## src/soundex_encoder_defines.svh

```systemverilog
// Assertion macros for the soundex encoder.
`ifndef SOUNDEX_ENCODER_DEFINES_SVH
`define SOUNDEX_ENCODER_DEFINES_SVH

`ifndef SYNTHESIS

// Check prop at every rising clock edge, skipped while reset is asserted.
`define SDX_ASSERT(label, clk, rst_n, prop) \
    label: assert property (@(posedge clk) disable iff (!rst_n) prop) \
        else $error("soundex_encoder: assertion failed");

// Check prop at every rising clock edge, reset included.
`define SDX_ASSERT_ALWAYS(label, clk, prop) \
    label: assert property (@(posedge clk) prop) \
        else $error("soundex_encoder: assertion failed");

`else

`define SDX_ASSERT(label, clk, rst_n, prop)
`define SDX_ASSERT_ALWAYS(label, clk, prop)

`endif

`endif

```

## src/sdx_pkg.sv

```systemverilog
package sdx_pkg;

    typedef logic [2:0] sdx_code_t;

    localparam logic [7:0] ASCII_ZERO = 8'h30;

    // Soundex digit group of one character; anything uncoded is zero.
    function automatic sdx_code_t code_of(input logic [7:0] ch);
        sdx_code_t c;
        case (ch) inside
            "B", "F", "P", "V":                     c = 3'd1;
            "C", "G", "J", "K", "Q", "S", "X", "Z": c = 3'd2;
            "D", "T":                               c = 3'd3;
            "L":                                    c = 3'd4;
            "M", "N":                               c = 3'd5;
            "R":                                    c = 3'd6;
            default:                                c = 3'd0;
        endcase
        return c;
    endfunction

endpackage

```

## src/soundex_encoder.sv

```systemverilog
// Soundex encoder: takes a name one character per beat on the s_ stream,
// with s_tlast on its final character, and streams its Soundex code of
// CODE_LENGTH characters on the m_ stream: the first character unchanged,
// then digits '1' to '6' (a digit is dropped when it repeats the code of
// the character just before it, or once the code is full), padded with '0'
// after the final character; m_tlast marks the last character of the code.
// Rate: one input beat per cycle while m_tready is high. Only padding costs
// extra: after a final character that leaves the code short, the input holds
// while the pad digits (CODE_LENGTH - emitted count, at most CODE_LENGTH - 1)
// go out, since the single output register takes one code character per cycle.
// A code character passes through an input register, the coding logic, then
// the output register before it is presented on m_.
`include "soundex_encoder_defines.svh"

module soundex_encoder
    import sdx_pkg::*;
#(
    parameter int CODE_LENGTH = 4
) (
    input  logic       aclk,
    input  logic       aresetn,

    input  logic       s_tvalid,
    output logic       s_tready,
    input  logic [7:0] s_tdata,   // [7:0] letter
    input  logic       s_tlast,   // name_end

    output logic       m_tvalid,
    input  logic       m_tready,
    output logic [7:0] m_tdata,   // [7:0] code_char
    output logic       m_tlast    // code_end
);

    localparam int CNT_W = $clog2(CODE_LENGTH + 1);
    localparam logic [CNT_W-1:0] CODE_FULL_C = CNT_W'(CODE_LENGTH);

    // Input register
    logic       in_valid_reg, in_valid_next;
    logic [7:0] in_letter_reg;
    logic       in_last_reg;

    // Name state
    logic             at_start_reg, at_start_next;
    sdx_code_t        prev_code_reg, prev_code_next;
    logic [CNT_W-1:0] count_reg, count_next;
    logic             pad_reg, pad_next;

    // Output register
    logic       out_valid_reg, out_valid_next;
    logic [7:0] out_char_reg, out_char_next;
    logic       out_end_reg, out_end_next;

    logic             out_free;
    logic             consume;
    logic             out_load;
    logic             pad_done;
    sdx_code_t        code;
    logic             emit;
    logic [7:0]       emit_char;
    logic [CNT_W-1:0] count_emit;
    logic [CNT_W-1:0] count_inc;

    // The output register can take a character when empty or draining now.
    assign out_free  = !out_valid_reg || m_tready;
    // Hold the buffered character while padding the previous name.
    assign consume   = in_valid_reg && out_free && !pad_reg;
    assign s_tready  = !in_valid_reg || consume;

    assign count_inc = count_reg + CNT_W'(1);
    assign pad_done  = pad_reg && out_free && (count_inc == CODE_FULL_C);

    // Code the buffered character against the state of its name.
    always_comb begin
        code       = code_of(in_letter_reg);
        emit       = at_start_reg ||
                     ((count_reg < CODE_FULL_C) && (code != 3'd0) && (code != prev_code_reg));
        emit_char  = at_start_reg ? in_letter_reg : (ASCII_ZERO + {5'd0, code});
        count_emit = emit ? count_inc : count_reg;
    end

    always_comb begin
        in_valid_next  = in_valid_reg;
        at_start_next  = at_start_reg;
        prev_code_next = prev_code_reg;
        count_next     = count_reg;
        pad_next       = pad_reg;
        out_load       = 1'b0;
        out_char_next  = out_char_reg;
        out_end_next   = out_end_reg;

        if (s_tvalid && s_tready) begin
            in_valid_next = 1'b1;
        end else if (consume) begin
            in_valid_next = 1'b0;
        end

        if (pad_reg) begin
            if (out_free) begin
                // Emit one pad digit; return to the start state on the last one.
                out_load      = 1'b1;
                out_char_next = ASCII_ZERO;
                out_end_next  = (count_inc == CODE_FULL_C);
                if (count_inc == CODE_FULL_C) begin
                    pad_next       = 1'b0;
                    at_start_next  = 1'b1;
                    prev_code_next = 3'd0;
                    count_next     = '0;
                end else begin
                    count_next = count_inc;
                end
            end
        end else if (consume) begin
            out_load       = emit;
            out_char_next  = emit_char;
            out_end_next   = (count_emit == CODE_FULL_C);
            at_start_next  = 1'b0;
            prev_code_next = code;
            count_next     = count_emit;
            if (in_last_reg) begin
                if (count_emit < CODE_FULL_C) begin
                    pad_next = 1'b1;
                end else begin
                    at_start_next  = 1'b1;
                    prev_code_next = 3'd0;
                    count_next     = '0;
                end
            end
        end

        if (out_load) begin
            out_valid_next = 1'b1;
        end else if (m_tready) begin
            out_valid_next = 1'b0;
        end else begin
            out_valid_next = out_valid_reg;
        end
    end

    always_ff @(posedge aclk) begin
        if (!aresetn) begin
            in_valid_reg  <= 1'b0;
            at_start_reg  <= 1'b1;
            prev_code_reg <= 3'd0;
            count_reg     <= '0;
            pad_reg       <= 1'b0;
            out_valid_reg <= 1'b0;
        end else begin
            in_valid_reg  <= in_valid_next;
            at_start_reg  <= at_start_next;
            prev_code_reg <= prev_code_next;
            count_reg     <= count_next;
            pad_reg       <= pad_next;
            out_valid_reg <= out_valid_next;
        end
    end

    // Payload registers: load on a taken input beat or an output load, hold otherwise.
    always_ff @(posedge aclk) begin
        if (s_tvalid && s_tready) begin
            in_letter_reg <= s_tdata;
            in_last_reg   <= s_tlast;
        end
        if (out_load) begin
            out_char_reg <= out_char_next;
            out_end_reg  <= out_end_next;
        end
    end

    assign m_tvalid = out_valid_reg;
    assign m_tdata  = out_char_reg;
    assign m_tlast  = out_end_reg;

    // The emitted count never passes the code length.
    `SDX_ASSERT(a_count_bound, aclk, aresetn, count_reg <= CODE_FULL_C)
    // Padding only follows a name whose first character was taken.
    `SDX_ASSERT(a_pad_not_start, aclk, aresetn, pad_reg |-> !at_start_reg)
    // The last pad digit returns the block to the start of a name.
    `SDX_ASSERT(a_pad_done_restart, aclk, aresetn,
        pad_done |=> (at_start_reg && !pad_reg && (count_reg == '0)))
    // While padding, the buffered character is never consumed.
    `SDX_ASSERT(a_pad_holds_input, aclk, aresetn,
        (pad_reg && in_valid_reg) |=> in_valid_reg)

endmodule

```

## config.mk

```make
export PLATFORM = sky130hd
export DESIGN_NAME = soundex_encoder
export DESIGN_NICKNAME = d
export VERILOG_FILES = /design/src/sdx_pkg.sv /design/src/soundex_encoder.sv
export VERILOG_INCLUDE_DIRS = /design/src /design/src/src
export SDC_FILE = /design/constraint.sdc
export NUM_CORES = 1
export LEC_CHECK = 0
export ABC_AREA = 0
export BUFFER_PORTS_ARGS = -buffer_cell sky130_fd_sc_hd__clkbuf_2
export CORE_MARGIN = 5
export CORE_UTILIZATION = 60
export CTS_BUF_LIST = sky130_fd_sc_hd__clkbuf_4
export CTS_CLUSTER_DIAMETER = 150
export DETAILED_ROUTE_END_ITERATION = 10
export PLACE_DENSITY = 0.92
export SYNTH_ARGS = -nofsm -noshare
export SYNTH_HDL_FRONTEND = slang
export SYNTH_SLANG_ARGS = --single-unit
```

## constraint.sdc

```tcl
create_clock -name aclk -period 5.7 [get_ports aclk]
set_input_delay 0.855 -clock aclk [delete_from_list [all_inputs] [get_ports aclk]]
set_output_delay 0.855 -clock aclk [all_outputs]
set_load 0.02 [all_outputs]
```

==> results of run 1 <==
-- synthesized netlist by cell type (all sizes together), types with 2 or more instances --
| library cell | n | area (sq um) |
|---|---|---|
| nand2b | 2 | 12.51 |
| dfxtp | 10 | 200.2 |
| nand2 | 14 | 52.55 |
| a311oi | 2 | 23.77 |
| or3b | 2 | 17.52 |
| xnor2 | 2 | 17.52 |
| nand3b | 4 | 30.03 |
| and2 | 2 | 12.51 |
| nand3 | 3 | 15.01 |
| buf | 5 | 25.02 |
| o21a | 2 | 15.01 |
| and3 | 3 | 18.77 |
| inv | 5 | 18.77 |
| xor2 | 2 | 17.52 |
| nand4 | 4 | 25.02 |
| nor2 | 11 | 41.29 |
| or3 | 2 | 12.51 |
| clkbuf | 3 | 11.26 |
| edfxtp | 18 | 540.5 |
| o21ai | 10 | 53.80 |
| or2 | 2 | 12.51 |
| o311a | 2 | 20.02 |
| o22ai | 2 | 12.51 |
| a211oi | 3 | 22.52 |
| a21oi | 8 | 40.04 |
| nor3 | 7 | 35.03 |
| mux2i | 2 | 20.02 |
| ha | 2 | 25.02 |
| nor2b | 4 | 25.02 |
| o211ai | 3 | 22.52 |
-- metrics by stage --
| stage | power (mW) | setup slack [ps] | cells | util |
|---|---|---|---|---|
| 6_report | 0.4421 | 2549 | 203 | 0.6840 |
| 5_1_grt | 0.4651 | 2321 | 203 | 0.6840 |
| 3_5_place_dp | 0.3620 | 2575 | 199 | 0.6733 |
| 3_3_place_gp | 0.3569 | 2728 | 199 | 0.6733 |
| 4_1_cts | 0.4403 | 2551 | 203 | 0.6840 |
| 2_1_floorplan | 0.3337 | 3001 | 154 | - |
-- cell type report --
type                    instances  share of cell area
repair buffers                 23             0.06855
clock buffers                   3             0.01341
clock inverters                 1            0.002235
inverters                       5             0.01118
multi-input cells             113              0.4411
well taps                      30             0.02235
flip-flops and latches         28              0.4411
-- report_power, final --
| part | leakage (nW) | internal (mW) | switching (mW) | total (mW) |
|---|---|---|---|---|
| clock | 0.0154 | 0.0257 | 0.0564 | 0.0821 |
| sequential | 0.254 | 0.239 | 0.0223 | 0.261 |
| combinational | 0.350 | 0.0393 | 0.0596 | 0.0989 |
| total | 0.620 | 0.304 | 0.138 | 0.442 |
-- final timing paths --
kind               startpoint               end  cells past startpoint  slack [ps]
max          in_letter_reg[1]        m_tdata[4]                      7        2550
min          prev_code_reg[0]  prev_code_reg[0]                      2         530
max reg2reg  in_letter_reg[1]        m_tdata[4]                      7        2550
min reg2reg  prev_code_reg[0]  prev_code_reg[0]                      2         530
-- cells by family (layout without fill, tap and decap cells) --
| kind of cell | count (synthesis) | after routing | share of synthesized area |
|---|---|---|---|
| mux | 2 | 2 | 0.01303 |
| simple gates | 60 | 60 | 0.2019 |
| fa+ha+maj | 3 | 3 | 0.02280 |
| buf+inv | 13 | 32 | 0.03583 |
| compound gates | 44 | 44 | 0.2215 |
| xor+xnor | 4 | 4 | 0.02281 |
| flops | 28 | 28 | 0.4821 |
-- worst reg2reg max path, delay by kind of cell, from the launching register on --
family,cells,cell delay [ps]
compound gates,5,1640
flops,1,580
simple gates,2,590
-- layer usage --
layer  global-route usage  vias to the layer above  wire [microns]
met5                    0                        -               0
met4              0.04644                        0              36
met3              0.02553                        8             319
met2               0.3023                       69            1398
met1               0.2524                      577            1318
li1                     -                      619               -
==> run metrics, run 1 <==
status finished, final reports clean; yosys warns 0; antenna violations before repair 0; synthesized area per cell 9.977 sq um; worst vdd ir roughly 0.23 mV; Synth Flop Type edfxtp_1; GRT overflow 0; Hold Fails Final Rpt 0; clock-pin slew on the worst setup and hold paths 130 ps; Clk Latency, worst-skew pair 330 ps; clock skew 13.08 ps; fillers between 150 and 200; crit-path leading delay family compound AO/OA/AOI/OAI gates; GP Congestion 0.9899; CP startpoint kind flop; CTS root buf clkbuf_4; post-CTS sizing 0; Post-Syn Area approximately 1500 sq um; area of the multi-input gates 740.7 sq um; routed vias 1273; sequential-to-total area share from yosys stat 0.4821; 1st-pass router iterations 4; H-tree levels 1; I/O pin cnt 24; FF+latch count, synth 28; register area ~740 sq um; RSZ-0062 raised after global routing false; Critical Path, Cell by Cell or3b_1, a21oi_1, a211oi_1, o32a_1, a41oi_4, nand2_1, a21oi_1; area post-placement around 1700 sq um; Min Hold Slack 530.2 ps; Finished Cell Area 1679 sq um; Hold Crit Class reg2reg; number of global-route vias before repair 1172; CORE AREA 2455 sq um; CP most frequent cell a21oi_1; largest net degree at the start of global routing 16; WP data required 5670 ps; commonest non-fill, non-tap cell in the layout clkbuf_2; nets 189; Tcrit/Tclk final 0.5528; final wirelength 3.072 mm; syn_nets 169; setup TNS 0 ps; Post-DRT Antenna Nets 0; Max Cap Viol 0; Final HPWL DP about 2.3 mm; Post-CTS Repair Setup Buffers 0; number of synthesized flops with an enable pin 18; Num CTS Buffers 3; Fmax achieved 0.3174 GHz; critical path capture point type flop; starting density of the core 0.6259; actual slew at the worst max-slew pin 792.4 ps; CTS sink cnt 28; crit-path max cell delay 660 ps; critical path class reg2reg; minimum clock period approximately 3200 ps; CTS tree built; row count 18; chip height 60.61 microns; most frequent cells in the layout clkbuf_2 (23), edfxtp_1 (18), nand2_1 (14); DR WL/cell 15.13 microns; count of buffer and inverter cells on the critical path 0; post-route DRC violation count 0; Lkg Pwr 0.6199 nW; area grow syn2layout 9.283%; Synth cell types 46; Die Wd 60.61 microns; Initial DRC Count 57; slew margin rel. 0.4717; critical path arrival 3120 ps; diode count 0; crit-path max FO 12; die footprint 3673 sq um; Slew Viols, Final 0; clk buf depth 2; slowest CP cell a21oi_1; Hold Buf Count CTS 0; first-pass GRT wire length 5.147 mm; Vias/cell 6.271; Cells after Synth 154; count of input and output buffers 23; share of layout cells above drive strength 1 0.1965; Global Route Usage Sum 0.1823; asr flop ratio synth 0; Setup Viol. Count Final 0; power density cells 263.3 nW/um^2
Power figures use the tool's default switching activity.
==> inputs of run 2 (changes only) <==
Settings changed: ABC_AREA 0 to 1, CORE_UTILIZATION 60 to 53, PLACE_DENSITY 0.92 to 0.86.
Clock period 5.7 ns to 2.65 ns, I/O delays scaled along.
==> run 2 against run 1 <==
  * Clock skew fell by 11 ps
  * Routed wire length fell by 2.6%
  * Clock-buffer cell count did not move
  * Utilization fell by 5.1 points
  * Synthesized cell count rose by 27%
  * Fmax rose by 35%
  * Cell area rose by 4.9%
  * Clock power rose to 3.5 times the previous value
  * Register-to-register slack got worse by 2200 ps
  * Largest power group unchanged
==> run metrics, run 2 <==
status finished, final reports clean (unchanged); top cells by count, synth nand2_1 (41), nor2_1 (29), inv_1 (22) (was edfxtp_1 (18), nand2_1 (14), nor2_1 (11)); number of global-route vias before repair 1199 (was 1172); area grow syn2layout 13.27% (was 9.283%); crit-path max FO 10 (was 12); setup TNS 0 ps (unchanged); Post-DRT Antenna Nets 0 (unchanged); starting density of the core 0.5592 (was 0.6259); post-CTS sizing 0 (unchanged); synth top area cells edfxtp_1 (35%), dfxtp_1 (13%), nand2_1 (9.9%), nor2_1 (7.0%), inv_1 (5.3%) (was edfxtp_1 (35%), dfxtp_1 (13%), nand2_1 (3.4%), nor2_1 (2.7%), a21oi_1 (2.6%)); Fmax achieved 0.4295 GHz (was 0.3174 GHz); Final Non-Filler Cells 253 (was 203); CTS tree built (unchanged); crit-path leading delay family simple AND/OR/NAND/NOR gates (was compound AO/OA/AOI/OAI gates); Initial DRC Count 53 (was 57); Critical Path, Cell by Cell inv_2, nand2_1, nor2_2, nand2_2, o21ai_1, nand2_1, nand2_1, inv_1, nand3_2, nand2_2, nand2_4, nand2_1, o21ai_1 (was or3b_1, a21oi_1, a211oi_1, o32a_1, a41oi_4, nand2_1, a21oi_1); Hold Fails Final Rpt 0 (unchanged); total chip power 1.086 mW (was 442.1 uW); area leader, netlist edfxtp_1 (unchanged); Vias/cell 5.178 (was 6.271); antenna violations before repair 0 (unchanged); count of buffer and inverter cells on the critical path 2 (was 0); minimum clock period 2328 ps (was 3151 ps); top-count cell post-synth nand2_1 (was edfxtp_1); share of layout cells above drive strength 1 0.2748 (was 0.1965); CP startpoint kind flop (unchanged); Worst Setup SP in_letter_reg[3] (was in_letter_reg[1]); syn_nets 210 (was 169); sequential-to-total area share from yosys stat 0.4763 (was 0.4821); final wirelength 2.991 mm (was 3.072 mm); I/O pin cnt 24 (unchanged); DR WL/cell 11.82 microns (was 15.13 microns); WP data required 2640 ps (was 5670 ps); placed insts 249 (was 199); CTS sink cnt 28 (unchanged); post-route DRC violation count 0 (unchanged); CTS root buf clkbuf_4 (unchanged); Clk Latency, worst-skew pair 330 ps (about the same); actual slew at the worst max-slew pin 790.0 ps (was 792.4 ps); first-pass GRT wire length 5.099 mm (was 5.147 mm); chip height 64.17 microns (was 60.61 microns); post-synth top area share 0.3475 (was 0.3518); Synth Flop Type edfxtp_1 (unchanged); slowest CP cell edfxtp_1 (was a21oi_1); CP most frequent cell nand2_1 (was a21oi_1); GP Congestion 0.8359 (was 0.9899); routed vias 1310 (was 1273); Hold Buf Count CTS 0 (unchanged); Die Wd 64.17 microns (was 60.61 microns); slew margin rel. 0.4698 (was 0.4717); Finished Cell Area 1762 sq um (was 1679 sq um); CORE AREA 2781 sq um (was 2455 sq um); commonest non-fill, non-tap cell in the layout nand2_1 (was clkbuf_2); count of input and output buffers 23 (unchanged); number of synthesized flops with an enable pin 18 (unchanged); H-tree levels 1 (unchanged); row count 19 (was 18); flop-to-flop setup slack 320 ps (was 2550 ps); Max Cap Viol 0 (unchanged); FF+latch count, synth 28 (unchanged); clock skew 1.993 ps (was 13.08 ps); nets 238 (was 189); Final HPWL DP 2.318 mm (was 2.292 mm); RSZ-0062 raised after global routing false (unchanged); diode count 0 (unchanged); worst vdd ir 0.3921 mV (was 0.2345 mV); synthesized area per cell 7.976 sq um (was 9.977 sq um); asr flop ratio synth 0 (unchanged); clock-pin slew on the worst setup and hold paths 160 ps (was 130 ps); Hold Crit Class in2reg (was reg2reg); Lkg Pwr 0.8391 nW (was 0.6199 nW); most frequent cells in the layout nand2_1 (41), nor2_1 (29), clkbuf_2 (23) (was clkbuf_2 (23), edfxtp_1 (18), nand2_1 (14)); DP Worst Slack 375.0 ps (was 2575 ps); Setup Viol. Count Final 0 (unchanged); 1st-pass router iterations 4 (unchanged); Post-CTS Repair Setup Buffers 0 (unchanged); Slew Viols, Final 0 (unchanged); crit-path max cell delay 520 ps (was 660 ps); Synth cell types 22 (was 46); Cells after Synth 195 (was 154); Global Route Usage Sum 0.1529 (was 0.1823); critical path capture point type flop (unchanged); Worst Setup Slack, final 321.7 ps (was 2549 ps); area post-placement 1709 sq um (was 1653 sq um); critical path arrival 2310 ps (was 3120 ps); power density cells 616.2 nW/um^2 (was 263.3 nW/um^2); yosys warns 0 (unchanged); hold_sp s_tdata[6] (was prev_code_reg[0]); die footprint 4118 sq um (was 3673 sq um); Post-Syn Area 1555 sq um (was 1536 sq um); GRT overflow 0 (unchanged); largest net degree at the start of global routing 17 (was 16); critical path class reg2reg (unchanged); clk buf depth 2 (unchanged); Tcrit/Tclk final 0.8786 (was 0.5528); Num CTS Buffers 3 (unchanged); r2r startpoint in_letter_reg[3] (was in_letter_reg[1])
==> run 2: cell types whose count changed in the layout (fill, tap and decap cells not counted), moves of 5 or more <==
cell and change:
inv_1 +17, nand3_1 +7, nand2_1 +27, nor3_1 -7, nand2_2 +9, nor2_1 +18, nor2_2 +5, inv_2 +10
==> run 2: logic make-up (layout without fill, tap and decap cells) <==
family,after synthesis,count (layout),synth area share
simple gates,101,101,0.3073
buf+inv,32,59,0.07724
compound gates,29,29,0.1062
flops,28,28,0.4763
xor+xnor,3,3,0.01690
fa+ha+maj,2,2,0.01609
==> run 2: final cells by class <==
type / instances / area [sq um]
flip-flops and latches: 28 / 740.7
clock buffers: 3 / 22.52
clock inverters: 1 / 30.03
well taps: 31 / 38.79
inverters: 32 / 120.1
fillers: 247 / 1020
repair buffers: 23 / 115.1
multi-input cells: 135 / 694.4
==> run 2: stage by stage <==
stage	hold WS [ps]	utilization
3_3_place_gp	551.3	0.6145
5_1_grt	200.8	0.6334
6_report	227.0	0.6334
3_5_place_dp	554.6	0.6145
4_1_cts	225.8	0.6334
2_1_floorplan	496.3	-
==> run 2: routing by layer <==
layer,wire length [microns],up-vias,track usage,part of all wire
li1,-,685,-,-
met1,1478,586,0.2254,0.49
met2,1309,35,0.2362,0.44
met3,171,4,0.02102,0.057
met4,31,0,0.03817,0.010
met5,0,-,0,0
==> run 2: final timing paths <==
path                                         end  depth (start not counted)
worst max-delay path                  m_tdata[2]                         13
worst max register to register        m_tdata[2]                         13
worst min register to register           pad_reg                          2
worst min-delay path            in_letter_reg[6]                          1
==> run 2: power breakdown <==
part | internal [mW] | leakage, nW | switching, mW
logic | 0.0810 | 0.557 | 0.173
registers | 0.518 | 0.254 | 0.0285
clock network | 0.153 | 0.0279 | 0.132
==> inputs of run 3 (changes only) <==
Settings changed: BUFFER_PORTS_ARGS -buffer_cell sky130_fd_sc_hd__clkbuf_2 to unset, CORE_MARGIN 5 to 10, DONT_BUFFER_PORTS set to 1, PLACE_DENSITY 0.86 to 0.79.
==> run 3 against run 2 <==
  * Critical path depth unchanged
  * Sequential share of layout area grew 2.9 points
  * Clock skew grew 2.9 ps
  * Largest power group unchanged
  * Worst setup slack lost 28 ps
  * Utilization fell by 4.1 points
  * Highest routed layer unchanged
==> run metrics, run 3 (synthesis results as in run 2) <==
slew margin rel. 0.4518 (was 0.4698); clock skew 4.921 ps (was 1.993 ps); Post-DRT Antenna Nets 0 (unchanged); Die Wd 74.17 microns (was 64.17 microns); Tcrit/Tclk final 0.8891 (was 0.8786); crit-path max FO 10 (unchanged); critical path class reg2reg (unchanged); Slew Viols, Final 0 (unchanged); clk buf depth 2 (unchanged); share of layout cells above drive strength 1 0.1910 (was 0.2748); diode count 0 (unchanged); CP startpoint kind flop (unchanged); final wirelength 3.222 mm (was 2.991 mm); WP data required 2630 ps (was 2640 ps); commonest non-fill, non-tap cell in the layout nand2_1 (unchanged); H-tree levels 1 (unchanged); antenna violations before repair 0 (unchanged); Hold Buf Count CTS 0 (unchanged); CORE AREA 2781 sq um (unchanged); Global Route Usage Sum 0.1193 (was 0.1529); Vias/cell 5.448 (was 5.178); chip height 74.17 microns (was 64.17 microns); I/O pin cnt 24 (unchanged); CTS root buf clkbuf_4 (unchanged); GP Congestion 0.9704 (was 0.8359); area grow syn2layout 5.873% (was 13.27%); Max Cap Viol 0 (unchanged); busiest layer in global routing met2 (unchanged); critical path capture point type flop (unchanged); R2R depth 13 (unchanged); routed vias 1253 (was 1310); nets 215 (was 238); met2 Track Usage GR 0.2008 (was 0.2362); Fmax achieved 0.4244 GHz (was 0.4295 GHz); largest net degree at the start of global routing 17 (unchanged); post-route DRC violation count 0 (unchanged); 1st-pass router iterations 4 (unchanged); row count 19 (unchanged); Post-CTS Repair Setup Buffers 0 (unchanged); first-pass GRT wire length 5.175 mm (was 5.099 mm); count of input and output buffers 0 (was 23); setup TNS 0 ps (unchanged); clock-pin slew on the worst setup and hold paths 150 ps (was 160 ps); Lkg Pwr 0.7433 nW (was 0.8391 nW); Hold Fails Final Rpt 0 (unchanged); GR Layer Usage met3 0.02660 (was 0.02102); critical path arrival 2340 ps (was 2310 ps); actual slew at the worst max-slew pin 816.8 ps (was 790.0 ps); post-CTS sizing 0 (unchanged); status finished, final reports clean (unchanged); DR WL/cell 14.01 microns (was 11.82 microns); Final HPWL DP 2.499 mm (was 2.318 mm); Setup Viol. Count Final 0 (unchanged); most frequent cells in the layout nand2_1 (41), nor2_1 (29), inv_1 (22) (was nand2_1 (41), nor2_1 (29), clkbuf_2 (23)); Num CTS Buffers 3 (unchanged); minimum clock period 2356 ps (was 2328 ps); worst vdd ir 0.4344 mV (was 0.3921 mV); total chip power 1.060 mW (was 1.086 mW); die footprint 5501 sq um (was 4118 sq um); Hold Path Cell Cnt 0 (was 1); starting density of the core 0.5592 (unchanged); GR met1 Demand/Resource 0.1407 (was 0.2254); Initial DRC Count 91 (was 53); number of global-route vias before repair 1197 (was 1199); Clk Latency, worst-skew pair 330 ps (about the same); GRT overflow 0 (unchanged); Hold Crit Class in2reg (unchanged); RSZ-0062 raised after global routing false (unchanged); CTS sink cnt 28 (unchanged); power density cells 643.9 nW/um^2 (was 616.2 nW/um^2); CTS tree built (unchanged)
## run 3: through the flow
step / cells / area [sq um] / hold WS, ps / util / setup slack [ps]
6_report: 230 / 1647 / 146.9 / 0.5920 / 293.8
5_1_grt: 230 / 1647 / 121.0 / 0.5920 / 114.8
4_1_cts: 230 / 1647 / 138.9 / 0.5920 / 319.3
3_5_place_dp: 226 / 1594 / 496.5 / 0.5731 / 347.8
3_3_place_gp: 226 / 1594 / 496.5 / 0.5731 / 454.8
2_1_floorplan: 195 / 1555 / 496.3 / - / 621.3
## run 3: final timing paths
| kind | start | endpoint | slack, ps |
|---|---|---|---|
| setup / recovery | in_letter_reg[0] | m_tdata[4] | 290 |
| setup reg to reg | in_letter_reg[0] | m_tdata[4] | 290 |
| hold reg to reg | pad_reg | pad_reg | 590 |
| hold / removal | s_tdata[2] | in_letter_reg[2] | 150 |
## run 3: report_power, final
part / internal [mW] / switching, mW
clock network: 0.153 / 0.125
registers: 0.520 / 0.0561
logic: 0.0620 / 0.144
total: 0.735 / 0.325
## run 3: area by class of cell
class / count / area, sq um
Fill cell: 236 / 1135
Sequential cell: 28 / 740.7
Multi-Input combinational cell: 135 / 694.4
Inverter: 32 / 120.1
Tap cell: 31 / 38.79
Clock inverter: 1 / 30.03
Clock buffer: 3 / 22.52
## run 3: worst max-delay path, stage by stage, from the launching register on
cell      delay, ps
edfxtp_1        490
inv_1           130
nand2_1          70
nor2_2          170
nand2_2          90
nand2_2          80
inv_2            40
nand2_2          70
nor2_1           50
nor2_1          120
nand2_2          80
nand2_4         110
nand2_1          60
o21ai_1         430
## run 3: per-layer routing
metal  part of all wire  wire (microns)
met2               0.48            1550
met1               0.44            1426
met4              0.023              75
met3              0.053             170
met5                  0               0
